## src/rtl/ife_pkg.sv

```systemverilog
package ife_pkg;

    localparam int UNIT_W  = 10;
    localparam int UNITS_W = 6;
    localparam int PROD_W  = UNIT_W + UNITS_W;
    localparam int DUR_W   = 18;
    localparam int IDX_W   = 4;
    localparam int DATA_W  = 10;
    localparam int SLOT_W  = 5;

    localparam logic [UNITS_W-1:0] STOP_UNITS = 6'd1;
    localparam logic [DUR_W-1:0]   GAP_US     = 18'd150000;

    // pulse slots of one byte: leader, sixteen bit pulses, stop and gap
    localparam logic [SLOT_W-1:0] SLOT_LEADER   = 5'd0;
    localparam logic [SLOT_W-1:0] SLOT_BIT0     = 5'd2;
    localparam logic [SLOT_W-1:0] SLOT_BITS_END = 5'd17;
    localparam logic [SLOT_W-1:0] SLOT_LAST     = 5'd19;

    typedef enum logic [IDX_W-1:0] {
        REG_UNIT_US          = 4'd0,
        REG_LEADER_MARK      = 4'd1,
        REG_LEADER_SPACE     = 4'd2,
        REG_ONE_MARK         = 4'd3,
        REG_ONE_SPACE        = 4'd4,
        REG_ZERO_MARK        = 4'd5,
        REG_ZERO_SPACE       = 4'd6,
        REG_LSB_FIRST        = 4'd7
    } reg_idx_t;

    typedef struct packed {
        logic [UNIT_W-1:0]  unit_us;
        logic [UNITS_W-1:0] leader_mark_units;
        logic [UNITS_W-1:0] leader_space_units;
        logic [UNITS_W-1:0] one_mark_units;
        logic [UNITS_W-1:0] one_space_units;
        logic [UNITS_W-1:0] zero_mark_units;
        logic [UNITS_W-1:0] zero_space_units;
        logic               lsb_first_mode;
    } cfg_t;

    typedef enum logic [2:0] {
        SRC_LEADER = 3'd0,
        SRC_ONE    = 3'd1,
        SRC_ZERO   = 3'd2,
        SRC_STOP   = 3'd3,
        SRC_GAP    = 3'd4
    } pulse_src_t;

    typedef struct packed {
        logic       valid;
        logic       level;
        pulse_src_t src;
        logic       run_last;
    } pulse_sel_t;

endpackage

```

## src/rtl/ife_byte_if.sv

```systemverilog
interface ife_byte_if;
    logic       valid;
    logic       ready;
    logic [7:0] data_byte;
    logic       first_byte;
    logic       last_byte;

    modport source (output valid, output data_byte, output first_byte, output last_byte,
                    input ready);
    modport sink   (input valid, input data_byte, input first_byte, input last_byte,
                    output ready);
endinterface

```

## src/rtl/ife_pulse_if.sv

```systemverilog
interface ife_pulse_if;
    logic                      valid;
    logic                      ready;
    logic                      pulse_level;
    logic [ife_pkg::DUR_W-1:0] pulse_duration_us;
    logic                      run_last;

    modport source (output valid, output pulse_level, output pulse_duration_us,
                    output run_last, input ready);
    modport sink   (input valid, input pulse_level, input pulse_duration_us,
                    input run_last, output ready);
endinterface

```

## src/rtl/ife_cfg_if.sv

```systemverilog
interface ife_cfg_if;
    logic                       valid;
    logic                       ready;
    logic [ife_pkg::IDX_W-1:0]  index;
    logic [ife_pkg::DATA_W-1:0] data;

    modport source (output valid, output index, output data, input ready);
    modport sink   (input valid, input index, input data, output ready);
endinterface

```

## src/rtl/ir_frame_pulse_encoder.sv

```systemverilog
// channel      dir  transaction
// frame_bytes  in   data_byte, first_byte, last_byte
// pulses       out  pulse_level, pulse_duration_us, run_last
// cfg          in   index, data (register write)
//
// one pulse descriptor per cycle while the output does not stall; a byte is 16 to 20
// pulses (16, plus 2 for leader, plus 2 for stop and gap), set by the single pulse slot sequencer
// the next byte is taken in the cycle its predecessor's last pulse is loaded
// the multiply of unit by multiple sits between slot select and output register
// rst_n clears the sequencer and output valid and restores register defaults
// an output stall holds the slot counter, so no pulse is lost
module ir_frame_pulse_encoder (
    input  logic     clk,
    input  logic     rst_n,
    ife_byte_if.sink frame_bytes,
    ife_pulse_if.source pulses,
    ife_cfg_if.sink  cfg
);

    ife_pkg::cfg_t       regs;
    ife_pkg::pulse_sel_t sel;
    logic                advance;

    ife_cfg_regs u_cfg_regs (
        .clk   (clk),
        .rst_n (rst_n),
        .cfg   (cfg),
        .regs  (regs)
    );

    ife_pulse_seq u_pulse_seq (
        .clk         (clk),
        .rst_n       (rst_n),
        .frame_bytes (frame_bytes),
        .bit0_first  (regs.lsb_first_mode),
        .advance     (advance),
        .sel         (sel)
    );

    ife_pulse_out u_pulse_out (
        .clk     (clk),
        .rst_n   (rst_n),
        .cfg     (regs),
        .sel     (sel),
        .advance (advance),
        .pulses  (pulses)
    );

endmodule

```

## src/rtl/ife_cfg_regs.sv

```systemverilog
module ife_cfg_regs (
    input  logic          clk,
    input  logic          rst_n,
    ife_cfg_if.sink       cfg,
    output ife_pkg::cfg_t regs
);

    ife_pkg::cfg_t regs_reg;
    logic          wr_en;

    assign cfg.ready = 1'b1;
    assign wr_en     = cfg.valid && cfg.ready;
    assign regs      = regs_reg;

    always_ff @(posedge clk or negedge rst_n)
    begin
        if (!rst_n)
        begin
            regs_reg.unit_us            <= 10'd562;
            regs_reg.leader_mark_units  <= 6'd16;
            regs_reg.leader_space_units <= 6'd8;
            regs_reg.one_mark_units     <= 6'd1;
            regs_reg.one_space_units    <= 6'd3;
            regs_reg.zero_mark_units    <= 6'd1;
            regs_reg.zero_space_units   <= 6'd1;
            regs_reg.lsb_first_mode     <= 1'b1;
        end
        else if (wr_en)
        begin
            unique case (ife_pkg::reg_idx_t'(cfg.index))
                ife_pkg::REG_UNIT_US:
                    regs_reg.unit_us <= cfg.data[ife_pkg::UNIT_W-1:0];
                ife_pkg::REG_LEADER_MARK:
                    regs_reg.leader_mark_units <= cfg.data[ife_pkg::UNITS_W-1:0];
                ife_pkg::REG_LEADER_SPACE:
                    regs_reg.leader_space_units <= cfg.data[ife_pkg::UNITS_W-1:0];
                ife_pkg::REG_ONE_MARK:
                    regs_reg.one_mark_units <= cfg.data[ife_pkg::UNITS_W-1:0];
                ife_pkg::REG_ONE_SPACE:
                    regs_reg.one_space_units <= cfg.data[ife_pkg::UNITS_W-1:0];
                ife_pkg::REG_ZERO_MARK:
                    regs_reg.zero_mark_units <= cfg.data[ife_pkg::UNITS_W-1:0];
                ife_pkg::REG_ZERO_SPACE:
                    regs_reg.zero_space_units <= cfg.data[ife_pkg::UNITS_W-1:0];
                ife_pkg::REG_LSB_FIRST:
                    regs_reg.lsb_first_mode <= cfg.data[0];
                default:
                begin
                end
            endcase
        end
    end

endmodule

```

## src/rtl/ife_pulse_seq.sv

```systemverilog
module ife_pulse_seq (
    input  logic                clk,
    input  logic                rst_n,
    ife_byte_if.sink            frame_bytes,
    input  logic                bit0_first,
    input  logic                advance,
    output ife_pkg::pulse_sel_t sel
);

    logic                       busy_reg, busy_next;
    logic [ife_pkg::SLOT_W-1:0] pos_reg, pos_next;
    logic [7:0]                 byte_reg;
    logic                       first_reg;
    logic                       last_reg;

    logic [ife_pkg::SLOT_W-1:0] end_slot;
    logic [ife_pkg::SLOT_W-1:0] bit_off;
    logic [2:0]                 bit_k;
    logic [2:0]                 bit_pos;
    logic                       finishing;
    logic                       accept;

    assign end_slot  = last_reg ? ife_pkg::SLOT_LAST : ife_pkg::SLOT_BITS_END;
    assign finishing = busy_reg && advance && (pos_reg == end_slot);
    assign frame_bytes.ready = !busy_reg || finishing;
    assign accept    = frame_bytes.valid && frame_bytes.ready;

    assign bit_off = pos_reg - ife_pkg::SLOT_BIT0;
    assign bit_k   = bit_off[3:1];
    assign bit_pos = bit0_first ? bit_k : ~bit_k;

    always_comb
    begin
        busy_next = busy_reg;
        pos_next  = pos_reg;
        if (accept)
        begin
            busy_next = 1'b1;
            pos_next  = frame_bytes.first_byte ? ife_pkg::SLOT_LEADER : ife_pkg::SLOT_BIT0;
        end
        else if (finishing)
        begin
            busy_next = 1'b0;
        end
        else if (busy_reg && advance)
        begin
            pos_next = pos_reg + ife_pkg::SLOT_W'(1);
        end
    end

    always_comb
    begin
        sel.valid    = busy_reg;
        sel.level    = ~pos_reg[0];
        sel.run_last = (pos_reg == end_slot);
        priority if (pos_reg < ife_pkg::SLOT_BIT0)
            sel.src = ife_pkg::SRC_LEADER;
        else if (pos_reg > ife_pkg::SLOT_BITS_END)
            sel.src = pos_reg[0] ? ife_pkg::SRC_GAP : ife_pkg::SRC_STOP;
        else if (byte_reg[bit_pos])
            sel.src = ife_pkg::SRC_ONE;
        else
            sel.src = ife_pkg::SRC_ZERO;
    end

    always_ff @(posedge clk or negedge rst_n)
    begin
        if (!rst_n)
        begin
            busy_reg <= 1'b0;
            pos_reg  <= ife_pkg::SLOT_LEADER;
        end
        else
        begin
            busy_reg <= busy_next;
            pos_reg  <= pos_next;
        end
    end

    always_ff @(posedge clk)
    begin
        if (accept)
        begin
            byte_reg  <= frame_bytes.data_byte;
            first_reg <= frame_bytes.first_byte;
            last_reg  <= frame_bytes.last_byte;
        end
    end

`ifndef NO_ASSERTIONS
    a_pos_range: assert property (@(posedge clk) disable iff (!rst_n)
        busy_reg |-> pos_reg <= end_slot)
        else $error("slot beyond end of run");

    a_start_slot: assert property (@(posedge clk) disable iff (!rst_n)
        accept |=> busy_reg && (pos_reg == ($past(frame_bytes.first_byte)
            ? ife_pkg::SLOT_LEADER : ife_pkg::SLOT_BIT0)))
        else $error("run starts at wrong slot");

    a_hold_on_stall: assert property (@(posedge clk) disable iff (!rst_n)
        busy_reg && !advance |=> busy_reg && $stable(pos_reg))
        else $error("slot moved while output stalled");

    a_leader_only_first: assert property (@(posedge clk) disable iff (!rst_n)
        busy_reg && (pos_reg < ife_pkg::SLOT_BIT0) |-> first_reg)
        else $error("leader without first byte");
`endif

endmodule

```

## src/rtl/ife_pulse_out.sv

```systemverilog
module ife_pulse_out (
    input  logic                clk,
    input  logic                rst_n,
    input  ife_pkg::cfg_t       cfg,
    input  ife_pkg::pulse_sel_t sel,
    output logic                advance,
    ife_pulse_if.source         pulses
);

    logic                        valid_reg, valid_next;
    logic                        level_reg;
    logic [ife_pkg::DUR_W-1:0]   dur_reg, dur_next;
    logic                        last_reg;

    logic [ife_pkg::UNITS_W-1:0] units;
    logic [ife_pkg::PROD_W-1:0]  prod;
    logic                        load;

    assign load    = !valid_reg || pulses.ready;
    assign advance = load;

    always_comb
    begin
        unique case (sel.src)
            ife_pkg::SRC_LEADER:
                units = sel.level ? cfg.leader_mark_units : cfg.leader_space_units;
            ife_pkg::SRC_ONE:
                units = sel.level ? cfg.one_mark_units : cfg.one_space_units;
            ife_pkg::SRC_ZERO:
                units = sel.level ? cfg.zero_mark_units : cfg.zero_space_units;
            ife_pkg::SRC_STOP:
                units = ife_pkg::STOP_UNITS;
            default:
                units = '0;
        endcase
    end

    assign prod = {{ife_pkg::UNITS_W{1'b0}}, cfg.unit_us}
                * {{ife_pkg::UNIT_W{1'b0}}, units};

    always_comb
    begin
        if (sel.src == ife_pkg::SRC_GAP)
            dur_next = ife_pkg::GAP_US;
        else
            dur_next = {{(ife_pkg::DUR_W - ife_pkg::PROD_W){1'b0}}, prod};
    end

    assign valid_next = load ? sel.valid : valid_reg;

    always_ff @(posedge clk or negedge rst_n)
    begin
        if (!rst_n)
            valid_reg <= 1'b0;
        else
            valid_reg <= valid_next;
    end

    always_ff @(posedge clk)
    begin
        if (load && sel.valid)
        begin
            level_reg <= sel.level;
            dur_reg   <= dur_next;
            last_reg  <= sel.run_last;
        end
    end

    assign pulses.valid             = valid_reg;
    assign pulses.pulse_level       = level_reg;
    assign pulses.pulse_duration_us = dur_reg;
    assign pulses.run_last          = last_reg;

`ifndef NO_ASSERTIONS
    a_gap_value: assert property (@(posedge clk) disable iff (!rst_n)
        load && sel.valid && (sel.src == ife_pkg::SRC_GAP)
        |=> pulses.valid && !pulses.pulse_level && (pulses.pulse_duration_us == ife_pkg::GAP_US))
        else $error("gap pulse malformed");

    a_level_follows: assert property (@(posedge clk) disable iff (!rst_n)
        load && sel.valid |=> pulses.pulse_level == $past(sel.level))
        else $error("level not taken from selection");

    a_advance_free: assert property (@(posedge clk) disable iff (!rst_n)
        !pulses.valid |-> advance)
        else $error("sequencer held with empty output");
`endif

endmodule

```

## src/flat_wrapper.sv

```systemverilog
// flat-port wrapper written by rule: the top's interface ports become plain ports
module ir_frame_pulse_encoder_flat 
  (clk, rst_n, frame_bytes_valid, frame_bytes_data_byte, frame_bytes_first_byte, frame_bytes_last_byte, frame_bytes_ready, pulses_valid, pulses_pulse_level, pulses_pulse_duration_us, pulses_run_last, pulses_ready, cfg_valid, cfg_index, cfg_data, cfg_ready);
  ife_byte_if frame_bytes_i ();
  ife_pulse_if pulses_i ();
  ife_cfg_if cfg_i ();
  input  logic clk;
  input  logic rst_n;
  input wire logic [$bits(frame_bytes_i.valid)-1:0] frame_bytes_valid;
  input wire logic [$bits(frame_bytes_i.data_byte)-1:0] frame_bytes_data_byte;
  input wire logic [$bits(frame_bytes_i.first_byte)-1:0] frame_bytes_first_byte;
  input wire logic [$bits(frame_bytes_i.last_byte)-1:0] frame_bytes_last_byte;
  output wire logic [$bits(frame_bytes_i.ready)-1:0] frame_bytes_ready;
  output wire logic [$bits(pulses_i.valid)-1:0] pulses_valid;
  output wire logic [$bits(pulses_i.pulse_level)-1:0] pulses_pulse_level;
  output wire logic [$bits(pulses_i.pulse_duration_us)-1:0] pulses_pulse_duration_us;
  output wire logic [$bits(pulses_i.run_last)-1:0] pulses_run_last;
  input wire logic [$bits(pulses_i.ready)-1:0] pulses_ready;
  input wire logic [$bits(cfg_i.valid)-1:0] cfg_valid;
  input wire logic [$bits(cfg_i.index)-1:0] cfg_index;
  input wire logic [$bits(cfg_i.data)-1:0] cfg_data;
  output wire logic [$bits(cfg_i.ready)-1:0] cfg_ready;
  assign frame_bytes_i.valid = frame_bytes_valid;
  assign frame_bytes_i.data_byte = frame_bytes_data_byte;
  assign frame_bytes_i.first_byte = frame_bytes_first_byte;
  assign frame_bytes_i.last_byte = frame_bytes_last_byte;
  assign frame_bytes_ready = frame_bytes_i.ready;
  assign pulses_valid = pulses_i.valid;
  assign pulses_pulse_level = pulses_i.pulse_level;
  assign pulses_pulse_duration_us = pulses_i.pulse_duration_us;
  assign pulses_run_last = pulses_i.run_last;
  assign pulses_i.ready = pulses_ready;
  assign cfg_i.valid = cfg_valid;
  assign cfg_i.index = cfg_index;
  assign cfg_i.data = cfg_data;
  assign cfg_ready = cfg_i.ready;
  ir_frame_pulse_encoder u_core (.clk(clk), .rst_n(rst_n), .frame_bytes(frame_bytes_i), .pulses(pulses_i), .cfg(cfg_i));
endmodule
```

## config.mk

```make
export PLATFORM = sky130hd
export DESIGN_NAME = ir_frame_pulse_encoder_flat
export DESIGN_NICKNAME = d
export VERILOG_FILES = /design/src/rtl/ife_pkg.sv /design/src/rtl/ife_byte_if.sv /design/src/rtl/ife_pulse_if.sv /design/src/rtl/ife_cfg_if.sv /design/src/rtl/ir_frame_pulse_encoder.sv /design/src/rtl/ife_cfg_regs.sv /design/src/rtl/ife_pulse_seq.sv /design/src/rtl/ife_pulse_out.sv /design/src/flat_wrapper.sv
export SDC_FILE = /design/constraint.sdc
export NUM_CORES = 1
export LEC_CHECK = 0
export BUFFER_PORTS_ARGS = -buffer_cell sky130_fd_sc_hd__buf_2
export CORE_ASPECT_RATIO = 0.5
export CORE_UTILIZATION = 35
export DETAILED_ROUTE_END_ITERATION = 8
export HOLD_SLACK_MARGIN = 0.02
export PLACE_DENSITY_LB_ADDON = 0.3
export SYNTH_ARGS = -nofsm -noshare
export SYNTH_HDL_FRONTEND = slang
export SYNTH_HIERARCHICAL = 1
export SYNTH_SLANG_ARGS = --single-unit
```

## constraint.sdc

```tcl
create_clock -name clk -period 9.2 [get_ports clk]
set_input_delay 0.92 -clock clk [delete_from_list [all_inputs] [get_ports clk]]
set_output_delay 0.92 -clock clk [all_outputs]
set_load 0.01 [all_outputs]
```

==> flow_summary.json <==
{
  "design_area_um2": 6500,
  "synth_top_area_share_pct": 18.2,
  "multiInputGateArea_um2": 3260,
  "synth_top_flop_cell": "dfrtp_1",
  "finalNetCount": 633,
  "setup-tns-final_ns": 0,
  "critPathMaxFanout": 16,
  "synth-async-reset-ratio_pct": 65.9,
  "worstPathCellList": "clkinv_4, ha_1, nand2b_2, mux4_2, nand4_2, mux2_2, a21oi_1, inv_2, nor2_4, a221oi_1, a211oi_2, and2_1, fa_1, fa_1, inv_1, fa_1, inv_1, ha_1, and3_4, a221oi_4, nor3_2, or4_1, nand3_1",
  "viasPerCell": 4.78,
  "hpwl_um": 8250,
  "rsz0062_at_grt": "no",
  "reg2regPathDepth": 23,
  "grt_usage_pct": 14.0,
  "whs_ns": 0.503,
  "hold_depth": 1,
  "syn_to_final_growth_pct": 12.6,
  "r2r_setup_slack_ns": 1.80,
  "fillCellCount": 1544,
  "synth_area_leaders": "dfrtp_1, edfxtp_1, fa_1",
  "cts_setup_buffers": 0,
  "ioPinCount": 52,
  "cts-root-buf": "clkbuf_16",
  "dr.pass1.iters": 5,
  "cts_resized": 0,
  "drc_errors": 0,
  "worst_pin_slew_ns": 1.03,
  "timing.slew.headroom_pct": 31.0,
  "clock_latency_ns": 0.35,
  "cts_tree": "built",
  "antenna_found_initial": 0,
  "synth_area_um2": 5770,
  "seq_area_um2": 2210,
  "path_class": "reg -> reg",
  "num_vias": 3673,
  "synth_nets": 586,
  "grt-ovfl-total": 0,
  "start_kind": "register",
  "ys_warn_count": 6,
  "max_cap_viol_count": 0,
  "die_height_um": 92.8,
  "finalCritPeriodShare_pct": 80.4,
  "cpMaxStageDelayCell": "dfrtp_1",
  "crit_top_cell": "fa_1",
  "required_ns": 9.42,
  "syn-instance-count": 496,
  "drt-total-wl_um": 11000,
  "wl_per_cell_um": 14.3,
  "worst_setup_path_end_kind": "register",
  "die_area_um2": 17000,
  "synth-edff-count": 28,
  "ys_types": 67,
  "grt_max_degree": 55,
  "max_stage_delay_ns": 0.59,
  "clock-sinks": 82,
  "gp_congestion": 0.803,
  "numCtsBuffers": 9,
  "outcome": "finished clean",
  "finalSetupViolCount": 0,
  "hold_violations": 0,
  "cp-startpoint": "u_core/u_pulse_seq/pos_reg[1]",
  "postPlaceCellArea_um2": 6200,
  "port_buffers": 49,
  "ant_nets": 0,
  "grt_pass1_vias": 3620,
  "row_count": 32,
  "drtIter0Drc": 244,
  "worstPathArrival_ns": 7.62,
  "diodes": 0,
  "fmax_mhz": 135,
  "core_area_um2": 15800,
  "drive_above_1_share_pct": 29.9,
  "postCtsHoldBufs": 0,
  "slew_violations": 0,
  "crit-reg2reg-launch": "u_core/u_pulse_seq/pos_reg[1]",
  "cts-htree-levels": 3,
  "start_util_pct": 36.6,
  "dieWidth_um": 184,
  "path_clk_slew_ns": 0.07,
  "synth-seq-cells": 82,
  "syn_avg_cell_area_um2": 11.6,
  "synth_top_area_cell": "dfrtp_1",
  "period_minus_slack_ns": 7.40,
  "largest_reg_flops": 47,
  "fin_worst_skew_ns": 0.00831,
  "synth-seq-area-share_pct": 38.2,
  "hold_path.class": "reg -> reg",
  "grt_pass1_wl_um": 18400,
  "clockBufferDepth": 2
}
[per-layer routing]
| layer | up-vias | track usage [%] | share of wire, % |
|---|---|---|---|
| met4 | 0 | 3.33 | 0.93 |
| met5 | - | 0 | 0 |
| li1 | 1791 | - | - |
| met2 | 75 | 21.3 | 43 |
| met1 | 1798 | 19.6 | 51 |
| met3 | 9 | 3.74 | 5.2 |
[layout make-up]
cell class                 count  share of cell area (%)
clock buffer                   9                    3.47
clock inverter                 7                    1.08
inverter                      51                    3.02
multi-input combinational    348                    50.2
sequential                    82                    34.0
tap                          221                    4.25
timing repair buffer          51                    4.00
[cell usage in the layout, fill, tap and decap left out, types with 3 or more instances in the layout]
cell,count
nor3b_4,3
a221oi_1,4
and2_1,49
nand2_1,34
mux2_2,44
edfxtp_1,28
o21ai_0,3
nand3_1,10
buf_2,49
fa_1,33
a21o_1,5
nand2b_2,4
nand2b_1,8
nor3b_1,4
clkbuf_16,9
mux2i_1,8
xnor2_1,7
nor2_1,19
mux2_1,3
mux4_2,4
dfrtp_1,42
a31oi_1,6
nand2_2,3
inv_1,48
nand4_1,3
mux2_4,6
a211oi_2,5
a21oi_1,16
ha_1,28
xor2_1,3
dfstp_2,12
[how the worst min path moves through the flow]
stage	startpoint	endpoint	slack [ns]
CTS	u_core/u_cfg_regs/regs[27]	u_core/u_cfg_regs/regs[27]	0.50
global route	u_core/u_cfg_regs/regs[27]	u_core/u_cfg_regs/regs[27]	0.51
detailed placement	u_core/u_cfg_regs/regs[27]	u_core/u_cfg_regs/regs[27]	0.49
finish	u_core/u_cfg_regs/regs[27]	u_core/u_cfg_regs/regs[27]	0.50
global placement	u_core/u_cfg_regs/regs[18]	u_core/u_cfg_regs/regs[18]	0.48
floorplan	u_core/u_cfg_regs/regs[26]	u_core/u_cfg_regs/regs[26]	0.47
[kinds of logic after synthesis]
kind of cell    Yosys count  share of synthesized area [%]
buf+inv                  66                           5.24
flops                    82                           38.2
other cells               2                          0.130
fa+ha+maj                61                           17.5
xor+xnor                 11                           1.80
compound gates           57                           7.50
simple gates            152                           15.9
mux                      65                           13.7
[synthesized netlist by cell type, drive strengths merged (6+ instances only)]
cell / n
xnor2: 7
a31oi: 6
nand2: 37
dfrtp: 42
dfstp: 12
ha: 28
mux2: 53
a211oi: 6
nor3b: 7
inv: 50
buf: 11
nand2b: 12
nand3: 10
mux2i: 8
nor2: 20
edfxtp: 28
a21o: 7
a21oi: 16
and2: 49
fa: 33
[worst max-delay path, delay by kind of cell, from the launching register on]
| family | cells | cell delay, ns |
|---|---|---|
| mux | 2 | 0.52 |
| simple gates | 8 | 1.66 |
| compound gates | 4 | 1.57 |
| buf+inv | 4 | 0.43 |
| fa+ha+maj | 5 | 2.48 |
| flops | 1 | 0.59 |
[through the flow]
step / cells / setup slack [ns] / util, %
after floorplan: 496 / 2.78 / -
after global placement: 753 / 2.03 / 39.3
after detailed placement: 753 / 1.86 / 39.3
after CTS: 769 / 1.83 / 41.2
after global routing: 769 / 1.32 / 41.2
final: 769 / 1.80 / 41.2
Power is not shown: default switching activity piles up to over one toggle a cycle in this logic, so the estimate is an artifact.
